## config.mk

```make
export PLATFORM = sky130hd
export DESIGN_NAME = pitch_class_note_tracker_core_flat
export DESIGN_NICKNAME = d
export VERILOG_FILES = /design/src/pcnt_pkg.sv /design/src/pcnt_in_if.sv /design/src/pcnt_out_if.sv /design/src/pcnt_cfg_if.sv /design/src/pcnt_div.sv /design/src/pitch_class_note_tracker_core.sv /design/src/flat_wrapper.sv
export SDC_FILE = /design/constraint.sdc
export NUM_CORES = 2
export LEC_CHECK = 0
export ABC_CLOCK_PERIOD_IN_PS = 13400
export BUFFER_PORTS_ARGS = -buffer_cell sky130_fd_sc_hd__clkbuf_2
export CAP_MARGIN = 20
export CORE_MARGIN = 4
export CORE_UTILIZATION = 59
export CTS_CLUSTER_DIAMETER = 80
export DETAILED_ROUTE_END_ITERATION = 8
export PLACE_DENSITY = 0.72
export SLEW_MARGIN = 20
export SYNTH_ARGS = -nofsm -noshare
export SYNTH_HDL_FRONTEND = slang
export SYNTH_SLANG_ARGS = --single-unit
```

## constraint.sdc

```tcl
create_clock -name clk_i -period 13.4 [get_ports clk_i]
set_input_delay 2.68 -clock clk_i [delete_from_list [all_inputs] [get_ports clk_i]]
set_output_delay 2.68 -clock clk_i [all_outputs]
set_load 0.01 [all_outputs]
```

## src/pcnt_pkg.sv

```systemverilog
// shared constants and note table of the pitch class note tracker
package pcnt_pkg;

  localparam int          NOTES             = 12;
  localparam int          HISTORY_DEPTH_DEF = 4;
  localparam logic [3:0]  NO_NOTE           = 4'd12;
  localparam logic [3:0]  LAST_NOTE         = 4'd11;

  // register indexes of the configuration port
  localparam logic [7:0]  REG_SPEED         = 8'd0;
  localparam logic [7:0]  REG_SENSITIVITY   = 8'd1;
  localparam logic [7:0]  REG_THRESHOLD     = 8'd2;
  localparam logic [7:0]  SETTING_RESET     = 8'd128;

  // frequency matching, values are Hz * 6400 (Q14.6 times 100)
  localparam logic [27:0] LOW_REF           = 28'd1674432;
  localparam logic [27:0] MATCH_TOL         = 28'd192000;

  // envelope constants, Q0.16
  localparam logic [16:0] ATTACK_FAST       = 17'd45875;
  localparam logic [16:0] ATTACK_SLOW       = 17'd26214;
  localparam logic [16:0] TARGET_DECAY      = 17'd52429;
  localparam logic [15:0] LEVEL_FLOOR       = 16'd656;
  localparam logic [15:0] FADE_BASE         = 16'd55706;

  // shared divider widths
  localparam int          DIV_NW            = 43;
  localparam int          DIV_DW            = 24;
  localparam int          DIV_QW            = 15;

  // note centers in centihertz, C4 octave
  function automatic logic [15:0] note_centihz(input logic [3:0] idx);
    logic [15:0] r;
    unique case (idx)
      4'd0:    r = 16'd26163;
      4'd1:    r = 16'd27718;
      4'd2:    r = 16'd29366;
      4'd3:    r = 16'd31113;
      4'd4:    r = 16'd32963;
      4'd5:    r = 16'd34923;
      4'd6:    r = 16'd36999;
      4'd7:    r = 16'd39200;
      4'd8:    r = 16'd41530;
      4'd9:    r = 16'd44000;
      4'd10:   r = 16'd46616;
      4'd11:   r = 16'd49388;
      default: r = 16'd0;
    endcase
    return r;
  endfunction

endpackage

```

## src/pcnt_in_if.sv

```systemverilog
// input channel: one audio frame per request
interface pcnt_in_if;
  logic        valid;
  logic        ready;
  logic        audio_valid;
  logic [15:0] volume;
  logic [19:0] peak_frequency;

  modport source (output valid, audio_valid, volume, peak_frequency, input ready);
  modport sink   (input valid, audio_valid, volume, peak_frequency, output ready);
endinterface

```

## src/pcnt_out_if.sv

```systemverilog
// output channel: one note result per request
interface pcnt_out_if;
  logic        valid;
  logic        ready;
  logic [3:0]  note_index;
  logic [15:0] level;
  logic [7:0]  stability;
  logic [7:0]  age;
  logic [3:0]  detected_note;
  logic [3:0]  dominant_note;
  logic        last_note;

  modport source (output valid, note_index, level, stability, age, detected_note,
                  dominant_note, last_note, input ready);
  modport sink   (input valid, note_index, level, stability, age, detected_note,
                  dominant_note, last_note, output ready);
endinterface

```

## src/pcnt_cfg_if.sv

```systemverilog
// configuration write channel
interface pcnt_cfg_if;
  logic       valid;
  logic       ready;
  logic [7:0] index;
  logic [7:0] data;

  modport source (output valid, index, data, input ready);
  modport sink   (input valid, index, data, output ready);
endinterface

```

## src/pcnt_div.sv

```systemverilog
// restoring divider, one quotient bit per cycle, quotient known to fit
module pcnt_div
  import pcnt_pkg::*;
(
  input  logic              clk_i,
  input  logic              rst_ni,
  input  logic              start_i,
  input  logic [DIV_NW-1:0] numer_i,
  input  logic [DIV_DW-1:0] den_i,
  output logic              done_o,
  output logic [DIV_QW-1:0] quo_o
);

  logic [DIV_NW-1:0] rem_q;
  logic [DIV_NW-1:0] dsh_q;
  logic [DIV_QW-1:0] quo_q;
  logic [3:0]        cnt_q;
  logic              busy_q;
  logic              done_q;

  // one compare and subtract per cycle
  always_ff @(posedge clk_i or negedge rst_ni) begin
    if (!rst_ni) begin
      busy_q <= 1'b0;
      done_q <= 1'b0;
      cnt_q  <= '0;
    end else begin
      done_q <= 1'b0;
      if (start_i) begin
        rem_q  <= numer_i;
        dsh_q  <= {{(DIV_NW-DIV_DW-DIV_QW+1){1'b0}}, den_i, {(DIV_QW-1){1'b0}}};
        quo_q  <= '0;
        cnt_q  <= 4'(DIV_QW-1);
        busy_q <= 1'b1;
      end else if (busy_q) begin
        if (rem_q >= dsh_q) begin
          rem_q <= rem_q - dsh_q;
          quo_q <= {quo_q[DIV_QW-2:0], 1'b1};
        end else begin
          quo_q <= {quo_q[DIV_QW-2:0], 1'b0};
        end
        dsh_q <= dsh_q >> 1;
        if (cnt_q == 4'd0) begin
          busy_q <= 1'b0;
          done_q <= 1'b1;
        end else begin
          cnt_q <= cnt_q - 4'd1;
        end
      end
    end
  end

  assign done_o = done_q;
  assign quo_o  = quo_q;

endmodule

```

## src/pitch_class_note_tracker_core.sv

```systemverilog
// pitch class note tracker: frame match, history vote, per-note envelopes
// Each audio frame yields 12 results, one per cycle as taken; the first waits on octave
// folding and on the 15-step target division.
// One frame in work at a time: the sequencer walks octave folding, 12 note matches,
// the history vote, at most one division for the dominant target and the envelope states
// N0, N1 and N2 per note. Reset clears all envelopes and history and sets the settings to SETTING_RESET.
module pitch_class_note_tracker_core
  import pcnt_pkg::*;
#(
  parameter int HISTORY_DEPTH = HISTORY_DEPTH_DEF
) (
  input  logic clk_i,
  input  logic rst_ni,
  pcnt_in_if.sink    in_chan,
  pcnt_out_if.source out_chan,
  pcnt_cfg_if.sink   cfg_chan
);

  localparam int SW = (HISTORY_DEPTH > 1) ? $clog2(HISTORY_DEPTH) : 1;
  localparam int CW = $clog2(HISTORY_DEPTH + 1);

  typedef enum logic [4:0] {
    ST_IDLE, ST_THR, ST_UP, ST_DN, ST_MATCH, ST_MCHK, ST_HIST, ST_VOTE, ST_NEED,
    ST_FDIV, ST_TMUL, ST_TCHK, ST_TDIV, ST_N0, ST_N1, ST_N2, ST_OUT
  } state_e;

  state_e      state_q;
  logic [7:0]  speed_q, sens_q, thr_q;
  logic [15:0] vol_q;
  logic [19:0] freq_q;
  logic [27:0] x_q, best_q;
  logic [2:0]  down_q;
  logic [3:0]  k_q, pick_q, det_q, dom_q;
  logic [SW-1:0] slot_q, j_q;
  logic [3:0]  recent_q [HISTORY_DEPTH];
  logic [CW-1:0] cnt_q [NOTES];
  logic [CW-1:0] maxc_q;
  logic [15:0] fade_q, scaled_q;
  logic [16:0] a_q;
  logic [32:0] acc_q;
  logic [40:0] prod_q;
  logic [15:0] level_q [NOTES];
  logic [15:0] target_q [NOTES];
  logic [7:0]  age_q [NOTES];
  logic [7:0]  stab_q [NOTES];

  // frame arithmetic derived from the settings
  logic [23:0] vscaled, vmin, diff, denp;
  logic [15:0] t50, dcoef, vmin_c;
  logic [11:0] sens_k;
  logic [7:0]  need;
  logic        loud;

  always_comb begin
    vscaled = {vol_q, 8'b0} - 24'(vol_q);
    t50     = 16'({thr_q, 5'b0}) + 16'({thr_q, 4'b0}) + 16'({thr_q, 1'b0});
    vmin_c  = 16'd2550 + t50;
    vmin    = {2'b0, vmin_c[13:0], 8'b0};
    diff    = vscaled - vmin;
    loud    = (vscaled >= vmin);
    dcoef   = 16'd62475 - t50;
    denp    = 24'({dcoef, 8'b0}) - 24'(dcoef);
    sens_k  = 12'd765 + 12'({sens_q, 3'b0}) - 12'(sens_q);
    need    = (sens_q >= 8'd110) ? 8'd1 : (sens_q >= 8'd37) ? 8'd2 : 8'd3;
  end

  // fade step (16384*speed + 127) / 255 as 64*speed + (64*speed + 127) / 255
  logic [15:0] fade_y, fade_quo;
  always_comb begin
    fade_y   = {2'b0, speed_q, 6'b0} + 16'd127;
    fade_quo = {2'b0, speed_q, 6'b0} + ((fade_y + 16'd1 + (fade_y >> 8)) >> 8);
  end

  // note match distance for the current candidate
  logic [27:0] ref_sh, ndist, tol_sh, top_sh;
  always_comb begin
    ref_sh = {6'b0, note_centihz(k_q), 6'b0} << down_q;
    ndist  = (x_q > ref_sh) ? x_q - ref_sh : ref_sh - x_q;
    tol_sh = MATCH_TOL << down_q;
    top_sh = (LOW_REF << 1) << down_q;
  end

  // history vote count for the current slot
  logic [3:0]    vote_n;
  logic [CW-1:0] vote_c;
  always_comb begin
    vote_n = recent_q[j_q];
    vote_c = (vote_n < NO_NOTE) ? cnt_q[vote_n] + CW'(1) : '0;
  end

  // envelope values of the current note
  logic        is_dom;
  logic [7:0]  age_inc, stab_inc;
  logic [16:0] a_new, tsum;
  logic [15:0] tgt_dom, lv_fade;
  logic [32:0] nl_sum;
  always_comb begin
    is_dom   = (k_q == dom_q);
    age_inc  = (age_q[k_q] < 8'd255) ? age_q[k_q] + 8'd1 : age_q[k_q];
    stab_inc = (stab_q[k_q] > 8'd253) ? 8'd255 : stab_q[k_q] + 8'd2;
    a_new    = (age_inc < 8'd3) ? ATTACK_FAST : ATTACK_SLOW;
    tsum     = 17'd32768 + 17'(scaled_q);
    tgt_dom  = tsum[16] ? 16'hFFFF : tsum[15:0];
    nl_sum   = acc_q + prod_q[32:0] + 33'd32768;
    lv_fade  = prod_q[31:16];
  end

  // shared multiplier operand select, product registered
  logic [23:0] mul_a;
  logic [16:0] mul_b;
  always_comb begin
    mul_a = '0;
    mul_b = '0;
    case (state_q)
      ST_TMUL: begin
        mul_a = diff;
        mul_b = 17'(sens_k);
      end
      ST_N0: begin
        mul_a = is_dom ? 24'(level_q[k_q]) : 24'(target_q[k_q]);
        mul_b = is_dom ? 17'd65536 - a_new : TARGET_DECAY;
      end
      ST_N1: begin
        mul_a = is_dom ? 24'(target_q[k_q]) : 24'(level_q[k_q]);
        mul_b = is_dom ? a_q : 17'(fade_q);
      end
      default: begin
        mul_a = '0;
        mul_b = '0;
      end
    endcase
  end

  always_ff @(posedge clk_i) begin
    prod_q <= 41'(mul_a) * 41'(mul_b);
  end

  // shared divider: dominant note target
  logic              div_start, div_done;
  logic [DIV_NW-1:0] div_numer;
  logic [DIV_DW-1:0] div_den;
  logic [DIV_QW-1:0] div_quo;
  logic              clamp;

  always_comb begin
    clamp     = (prod_q[35:0] >= {4'b0, denp, 8'b0});
    div_start = (state_q == ST_TCHK) && !clamp;
    div_numer = {prod_q[35:0], 7'b0};
    div_den   = denp;
  end

  pcnt_div u_div (
    .clk_i   (clk_i),
    .rst_ni  (rst_ni),
    .start_i (div_start),
    .numer_i (div_numer),
    .den_i   (div_den),
    .done_o  (div_done),
    .quo_o   (div_quo)
  );

  // handshakes
  assign in_chan.ready  = (state_q == ST_IDLE);
  assign cfg_chan.ready = 1'b1;

  assign out_chan.valid         = (state_q == ST_OUT);
  assign out_chan.note_index    = k_q;
  assign out_chan.level         = level_q[k_q];
  assign out_chan.stability     = stab_q[k_q];
  assign out_chan.age           = age_q[k_q];
  assign out_chan.detected_note = det_q;
  assign out_chan.dominant_note = dom_q;
  assign out_chan.last_note     = (k_q == LAST_NOTE);

  // sequencer and state
  always_ff @(posedge clk_i or negedge rst_ni) begin
    if (!rst_ni) begin
      state_q  <= ST_IDLE;
      speed_q  <= SETTING_RESET;
      sens_q   <= SETTING_RESET;
      thr_q    <= SETTING_RESET;
      slot_q   <= '0;
      j_q      <= '0;
      k_q      <= '0;
      det_q    <= NO_NOTE;
      dom_q    <= NO_NOTE;
      maxc_q   <= '0;
      for (int i = 0; i < HISTORY_DEPTH; i++) recent_q[i] <= NO_NOTE;
      for (int i = 0; i < NOTES; i++) begin
        level_q[i]  <= '0;
        target_q[i] <= '0;
        age_q[i]    <= '0;
        stab_q[i]   <= '0;
        cnt_q[i]    <= '0;
      end
    end else begin
      // configuration writes
      if (cfg_chan.valid) begin
        unique case (cfg_chan.index)
          REG_SPEED:       speed_q <= cfg_chan.data;
          REG_SENSITIVITY: sens_q  <= cfg_chan.data;
          REG_THRESHOLD:   thr_q   <= cfg_chan.data;
          default: ;
        endcase
      end

      unique case (state_q)
        ST_IDLE: begin
          if (in_chan.valid && in_chan.audio_valid) begin
            vol_q   <= in_chan.volume;
            freq_q  <= in_chan.peak_frequency;
            state_q <= ST_THR;
          end
        end
        ST_THR: begin
          det_q <= NO_NOTE;
          if (loud && freq_q != 20'd0) begin
            x_q     <= 28'(freq_q) * 28'd100;
            state_q <= ST_UP;
          end else begin
            state_q <= ST_HIST;
          end
        end
        // fold up into the reference octave
        ST_UP: begin
          if (x_q < LOW_REF) begin
            x_q <= x_q << 1;
          end else begin
            down_q  <= '0;
            state_q <= ST_DN;
          end
        end
        // count octaves above it
        ST_DN: begin
          if (x_q >= top_sh) begin
            down_q <= down_q + 3'd1;
          end else begin
            k_q     <= '0;
            best_q  <= '1;
            state_q <= ST_MATCH;
          end
        end
        ST_MATCH: begin
          if (ndist < best_q) begin
            best_q <= ndist;
            pick_q <= k_q;
          end
          if (k_q == LAST_NOTE) state_q <= ST_MCHK;
          else k_q <= k_q + 4'd1;
        end
        ST_MCHK: begin
          det_q   <= (best_q > tol_sh) ? NO_NOTE : pick_q;
          state_q <= ST_HIST;
        end
        ST_HIST: begin
          recent_q[slot_q] <= det_q;
          slot_q  <= (slot_q == SW'(HISTORY_DEPTH - 1)) ? '0 : slot_q + SW'(1);
          for (int i = 0; i < NOTES; i++) cnt_q[i] <= '0;
          maxc_q  <= '0;
          dom_q   <= NO_NOTE;
          j_q     <= '0;
          state_q <= ST_VOTE;
        end
        ST_VOTE: begin
          if (vote_n < NO_NOTE) begin
            cnt_q[vote_n] <= vote_c;
            if (vote_c > maxc_q) begin
              maxc_q <= vote_c;
              dom_q  <= vote_n;
            end
          end
          if (j_q == SW'(HISTORY_DEPTH - 1)) state_q <= ST_NEED;
          else j_q <= j_q + SW'(1);
        end
        ST_NEED: begin
          if (8'(maxc_q) < need) dom_q <= NO_NOTE;
          state_q <= ST_FDIV;
        end
        ST_FDIV: begin
          fade_q <= FADE_BASE - fade_quo;
          if (dom_q != NO_NOTE && vscaled > vmin) begin
            state_q <= ST_TMUL;
          end else begin
            scaled_q <= '0;
            k_q      <= '0;
            state_q  <= ST_N0;
          end
        end
        ST_TMUL: state_q <= ST_TCHK;
        ST_TCHK: begin
          if (clamp) begin
            scaled_q <= 16'd32768;
            k_q      <= '0;
            state_q  <= ST_N0;
          end else begin
            state_q  <= ST_TDIV;
          end
        end
        ST_TDIV: begin
          if (div_done) begin
            scaled_q <= 16'(div_quo);
            k_q      <= '0;
            state_q  <= ST_N0;
          end
        end
        // per-note envelope in states N0, N1 and N2
        ST_N0: begin
          if (is_dom) begin
            age_q[k_q]    <= age_inc;
            stab_q[k_q]   <= stab_inc;
            target_q[k_q] <= tgt_dom;
            a_q           <= a_new;
          end
          state_q <= ST_N1;
        end
        ST_N1: begin
          if (is_dom) acc_q <= prod_q[32:0];
          else target_q[k_q] <= prod_q[31:16];
          state_q <= ST_N2;
        end
        ST_N2: begin
          if (is_dom) begin
            level_q[k_q] <= nl_sum[31:16];
          end else begin
            level_q[k_q] <= (lv_fade < LEVEL_FLOOR) ? 16'd0 : lv_fade;
            if (age_q[k_q] != 8'd0) age_q[k_q] <= age_q[k_q] - 8'd1;
            if (stab_q[k_q] != 8'd0) stab_q[k_q] <= stab_q[k_q] - 8'd1;
          end
          if (k_q == LAST_NOTE) begin
            k_q     <= '0;
            state_q <= ST_OUT;
          end else begin
            k_q     <= k_q + 4'd1;
            state_q <= ST_N0;
          end
        end
        ST_OUT: begin
          if (out_chan.ready) begin
            if (k_q == LAST_NOTE) state_q <= ST_IDLE;
            else k_q <= k_q + 4'd1;
          end
        end
        default: state_q <= ST_IDLE;
      endcase
    end
  end

endmodule

```

## src/flat_wrapper.sv

```systemverilog
// flat-port wrapper written by rule: the top's interface ports become plain ports
module pitch_class_note_tracker_core_flat import pcnt_pkg::*;
#(
  parameter int HISTORY_DEPTH = HISTORY_DEPTH_DEF
)
  (clk_i, rst_ni, in_chan_valid, in_chan_audio_valid, in_chan_volume, in_chan_peak_frequency, in_chan_ready, out_chan_valid, out_chan_note_index, out_chan_level, out_chan_stability, out_chan_age, out_chan_detected_note, out_chan_dominant_note, out_chan_last_note, out_chan_ready, cfg_chan_valid, cfg_chan_index, cfg_chan_data, cfg_chan_ready);
  pcnt_in_if in_chan_i ();
  pcnt_out_if out_chan_i ();
  pcnt_cfg_if cfg_chan_i ();
  input  logic clk_i;
  input  logic rst_ni;
  input wire logic [$bits(in_chan_i.valid)-1:0] in_chan_valid;
  input wire logic [$bits(in_chan_i.audio_valid)-1:0] in_chan_audio_valid;
  input wire logic [$bits(in_chan_i.volume)-1:0] in_chan_volume;
  input wire logic [$bits(in_chan_i.peak_frequency)-1:0] in_chan_peak_frequency;
  output wire logic [$bits(in_chan_i.ready)-1:0] in_chan_ready;
  output wire logic [$bits(out_chan_i.valid)-1:0] out_chan_valid;
  output wire logic [$bits(out_chan_i.note_index)-1:0] out_chan_note_index;
  output wire logic [$bits(out_chan_i.level)-1:0] out_chan_level;
  output wire logic [$bits(out_chan_i.stability)-1:0] out_chan_stability;
  output wire logic [$bits(out_chan_i.age)-1:0] out_chan_age;
  output wire logic [$bits(out_chan_i.detected_note)-1:0] out_chan_detected_note;
  output wire logic [$bits(out_chan_i.dominant_note)-1:0] out_chan_dominant_note;
  output wire logic [$bits(out_chan_i.last_note)-1:0] out_chan_last_note;
  input wire logic [$bits(out_chan_i.ready)-1:0] out_chan_ready;
  input wire logic [$bits(cfg_chan_i.valid)-1:0] cfg_chan_valid;
  input wire logic [$bits(cfg_chan_i.index)-1:0] cfg_chan_index;
  input wire logic [$bits(cfg_chan_i.data)-1:0] cfg_chan_data;
  output wire logic [$bits(cfg_chan_i.ready)-1:0] cfg_chan_ready;
  assign in_chan_i.valid = in_chan_valid;
  assign in_chan_i.audio_valid = in_chan_audio_valid;
  assign in_chan_i.volume = in_chan_volume;
  assign in_chan_i.peak_frequency = in_chan_peak_frequency;
  assign in_chan_ready = in_chan_i.ready;
  assign out_chan_valid = out_chan_i.valid;
  assign out_chan_note_index = out_chan_i.note_index;
  assign out_chan_level = out_chan_i.level;
  assign out_chan_stability = out_chan_i.stability;
  assign out_chan_age = out_chan_i.age;
  assign out_chan_detected_note = out_chan_i.detected_note;
  assign out_chan_dominant_note = out_chan_i.dominant_note;
  assign out_chan_last_note = out_chan_i.last_note;
  assign out_chan_i.ready = out_chan_ready;
  assign cfg_chan_i.valid = cfg_chan_valid;
  assign cfg_chan_i.index = cfg_chan_index;
  assign cfg_chan_i.data = cfg_chan_data;
  assign cfg_chan_ready = cfg_chan_i.ready;
  pitch_class_note_tracker_core #(.HISTORY_DEPTH(HISTORY_DEPTH)) u_core (.clk_i(clk_i), .rst_ni(rst_ni), .in_chan(in_chan_i), .out_chan(out_chan_i), .cfg_chan(cfg_chan_i));
endmodule
```

==> flow_summary.yaml <==
clocking:
  cts_tree: "built"
  htreeDepth: 3
  numCtsBuffers: 107
  postCtsSetupBuffers: 0
  clockBufferDepth: 3
  worstSkewPairLatency_ns: 0.75
  ctsHoldBuffers: 0
  clk_pin_slew_ns: 0.06
  root_buffer: "clkbuf_16"
  cts_sinks: 981
  cts_resized: 0
hold_path:
  hold_path_startpoint: "u_core.level_q[126]"
  min_to: "u_core.level_q[126]"
  whs_path_depth: 2
  hp-class: "flip-flop to flip-flop"
critical_path:
  r2r_cells: 34
  cp_slowest_cell: "dfrtp_4"
  max_stage_delay_ns: 1.04
  worstSetupEndpointType: "flip-flop"
  cp_top_family: "adder cells"
  crit_required_ns: 14.01
  path_max_fanout: 48
  cp-start-kind: "flip-flop"
  rr_endpoint: "u_core.prod_q[34]"
  critPathArrivalTime_ns: 11.67
  timing.rr.start: "u_core.out_chan.note_index[0]"
  critPathBufInv: 5
  crit_top_cell: "fa_1"
  crit_type: "flip-flop to flip-flop"
  reg2reg_slack_ns: 2.34
power:
  pwr_density_cell_nw_per_um2: 133
  comb_power_share_pct: 35.1
  intPower_mw: 6.27
  p_total_mw: 10.0
  switching_power_mw: 3.76
  p_seq_share_pct: 35.3
  power_frac_clock_pct: 29.6
  vdd_drop_max_mv: 0.118
  swShare_pct: 37.5
  p_leak_nw: 34.3
synthesis:
  ys_ff_latch: 981
  ys.warnings.count: 0
  synth_edf_count: 263
  ys_seq_area_share_pct: 36.9
  syn-instance-count: 7094
  synthFlopType: "dfrtp_1"
  yosysUniqueCellTypes: 106
  syn_area_um2: 69700
  synthArstFlopShare_pct: 69.5
  syn_area_per_cell_um2: 9.82
detailed_routing:
  drt_iter0_markers: 5019
  vias_per_cell: 6.07
  drt-pass1-iter-count: 6
  route.antenna.remaining_nets: 0
  vias: 52863
  drcViolationCount: 0
  wl_per_cell_um: 21.7
  route.final.wire_length_mm: 189
timing:
  hold_viol: 0
  finalCritPeriodShare_pct: 82.5
  setup_viol: 0
  rsz0062_at_grt: "no"
  fin_setup_tns_ns: 0
  tightestPinTransition_ns: 1.30
  fmax_mhz: 90.4
  maxSlewViolCount: 0
  fin_crit_ns: 11.06
  relSlewSlack_pct: 13.2
  fin_skew_ns: 0.0531
floorplanning:
  initial_core_util_pct: 59.7
  die_w_um: 352
  die_y_um: 352
  io_pins: 106
  rows: 125
  die_area_um2: 124000
  core_um2: 117000
grt:
  antenna_found_initial: 9
  grt_max_degree: 93
  grt_pass1_wl_mm: 299
  track_usage_pct: 30.9
  grt-ovfl-total: 0
  grt_pass1_vias: 52945
cells_and_area:
  nNetsFinal: 7980
  area.growth.synth_to_final_pct: 7.90
  fin_area_um2: 75200
  drive_above_1_share_pct: 11.7
place:
  post_dp_cell_area_um2: 71500
  gp_congestion: 0.967
  dp_hpwl_mm: 138
  io_buffers: 104
job:
  cap_violations: 0
run_status:
  outcome: "complete, no violations"
==> worst max path at each step <==
stage                                             start           endpoint  slack (ns)  cells after the start
after floorplan                         u_core.thr_q[1]  u_core.prod_q[34]        4.13                     40
after global placement    u_core.out_chan.note_index[0]  u_core.prod_q[34]        2.56                     33
after detailed placement  u_core.out_chan.note_index[0]  u_core.prod_q[34]        2.40                     34
after CTS                 u_core.out_chan.note_index[0]  u_core.prod_q[34]        2.34                     34
after global routing      u_core.out_chan.note_index[0]  u_core.prod_q[34]        1.66                     34
final                     u_core.out_chan.note_index[0]  u_core.prod_q[34]        2.34                     34
==> cell families (layout without fill, tap and decap cells) <==
family | Yosys count | after routing | synth area share [%]
AOI/OAI and AO/OA | 1505 | 1505 | 13.1
xor gates and xnor gates | 242 | 242 | 3.06
adders and majority gates | 842 | 842 | 18.6
buffers and inverters | 1107 | 1160 | 6.37
DFF | 981 | 981 | 36.9
muxes | 454 | 454 | 9.44
other | 2 | 33 | 0.0108
and+or+nand+nor | 1961 | 1961 | 12.4
==> state kept, by name (all words and copies together), names as in the netlist, 20 cells and up <==
signal and cells:
u_core.level_q 192, u_core.target_q 192, u_core.age_q 96, u_core.stab_q 96, u_core.u_div.dsh_q 43, u_core.u_div.rem_q 43, u_core.cnt_q 36, u_core.prod_q 36
u_core.acc_q 32, u_core.best_q 27, u_core.x_q 26, u_core.freq_q 20
==> cells in the final DEF, fill, tap and decap left out, types with 27 or more instances in the layout <==
cell type and n:
nor2_1 392, fa_1 326, clkbuf_2 104, a31oi_1 38, o31ai_1 30, dfxtp_1 36
inv_1 732, mux2i_1 130, o22ai_1 37, and3_1 35, nand4_1 40, clkbuf_16 111
mux4_2 130, ha_1 516, o211ai_1 32, nand2b_1 57, o21bai_1 35, nor3_1 74
clkbuf_1 27, o21a_1 48, nor2b_1 57, or3_1 30, dfrtp_1 663, edfxtp_1 263
nand3_1 147, nand2_1 987, mux2_4 35, o21ai_0 622, buf_4 114, a21o_1 127
xnor2_1 155, mux2_2 151, xor2_1 85, a21oi_1 319
==> layout make-up <==
type / instances / area, um2
inverters: 738 / 2770
multi-input cells: 5030 / 39700
well taps: 1524 / 1910
clock buffers: 157 / 3130
repair buffers: 222 / 1440
fillers: 9377 / 41500
flip-flops and latches: 981 / 25700
clock inverters: 43 / 433
diodes: 7 / 17.5
==> routing by layer <==
metal,track usage [%],wire length (um),vias to the layer above
li1,-,-,24261
met1,43.9,81000,26106
met2,47.1,83100,2087
met3,6.52,17100,407
met4,11.3,7490,2
met5,0,20,-
==> metrics by stage <==
stage / hold slack, ns / util [%] / setup slack, ns / instances
floorplan: 0.430 / - / 4.13 / 7118
global placement: 0.453 / 61.3 / 2.56 / 8494
detailed placement: 0.460 / 61.3 / 2.40 / 8494
CTS: 0.469 / 64.4 / 2.34 / 8694
global route: 0.489 / 64.4 / 1.66 / 8696
finish: 0.475 / 64.4 / 2.34 / 8702
==> power groups by stage <==
stage                     combinational, mW  sequential [mW]  clock (mW)
after global placement                 3.38             3.58           0
after CTS                              3.46             3.54        3.01
after global routing                   3.85             3.57        3.13
after detailed placement               3.44             3.59           0
after floorplan                        2.52             3.47           0
final                                  3.52             3.54        2.96
==> worst register-to-register path: cells and delay by family, from the launching register on <==
kind            cells  cell delay (ns)
fa+ha+maj           8             3.59
compound gates     14             3.27
simple gates        4             1.49
flops               1             1.04
mux                 2             0.96
buf+inv             5             0.45
xor+xnor            1             0.14
==> cell usage after synthesis (32+ instances only) <==
master,n,area [um2]
mux2_2,151,1700
inv_1,732,2750
nand2_1,987,3700
a21o_1,128,961
clkbuf_1,262,983
o211ai_1,32,240
fa_1,326,6530
o21ai_0,639,3200
nand3_1,147,736
ha_1,516,6460
nand2b_1,57,357
o21a_1,48,360
xnor2_1,156,1370
and3_1,36,225
edfxtp_1,263,7900
dfxtp_1,36,721
mux2i_1,131,1310
xor2_1,85,744
nor2_1,402,1510
mux4_2,130,2930
nor2b_1,59,369
nand4_1,40,250
a31oi_1,38,238
mux2_4,35,526
dfrtp_1,667,16700
o21bai_1,35,263
a21oi_1,321,1610
buf_2,42,210
o22ai_1,37,231
nor3_1,78,390
(Power assumes the default switching activity.)
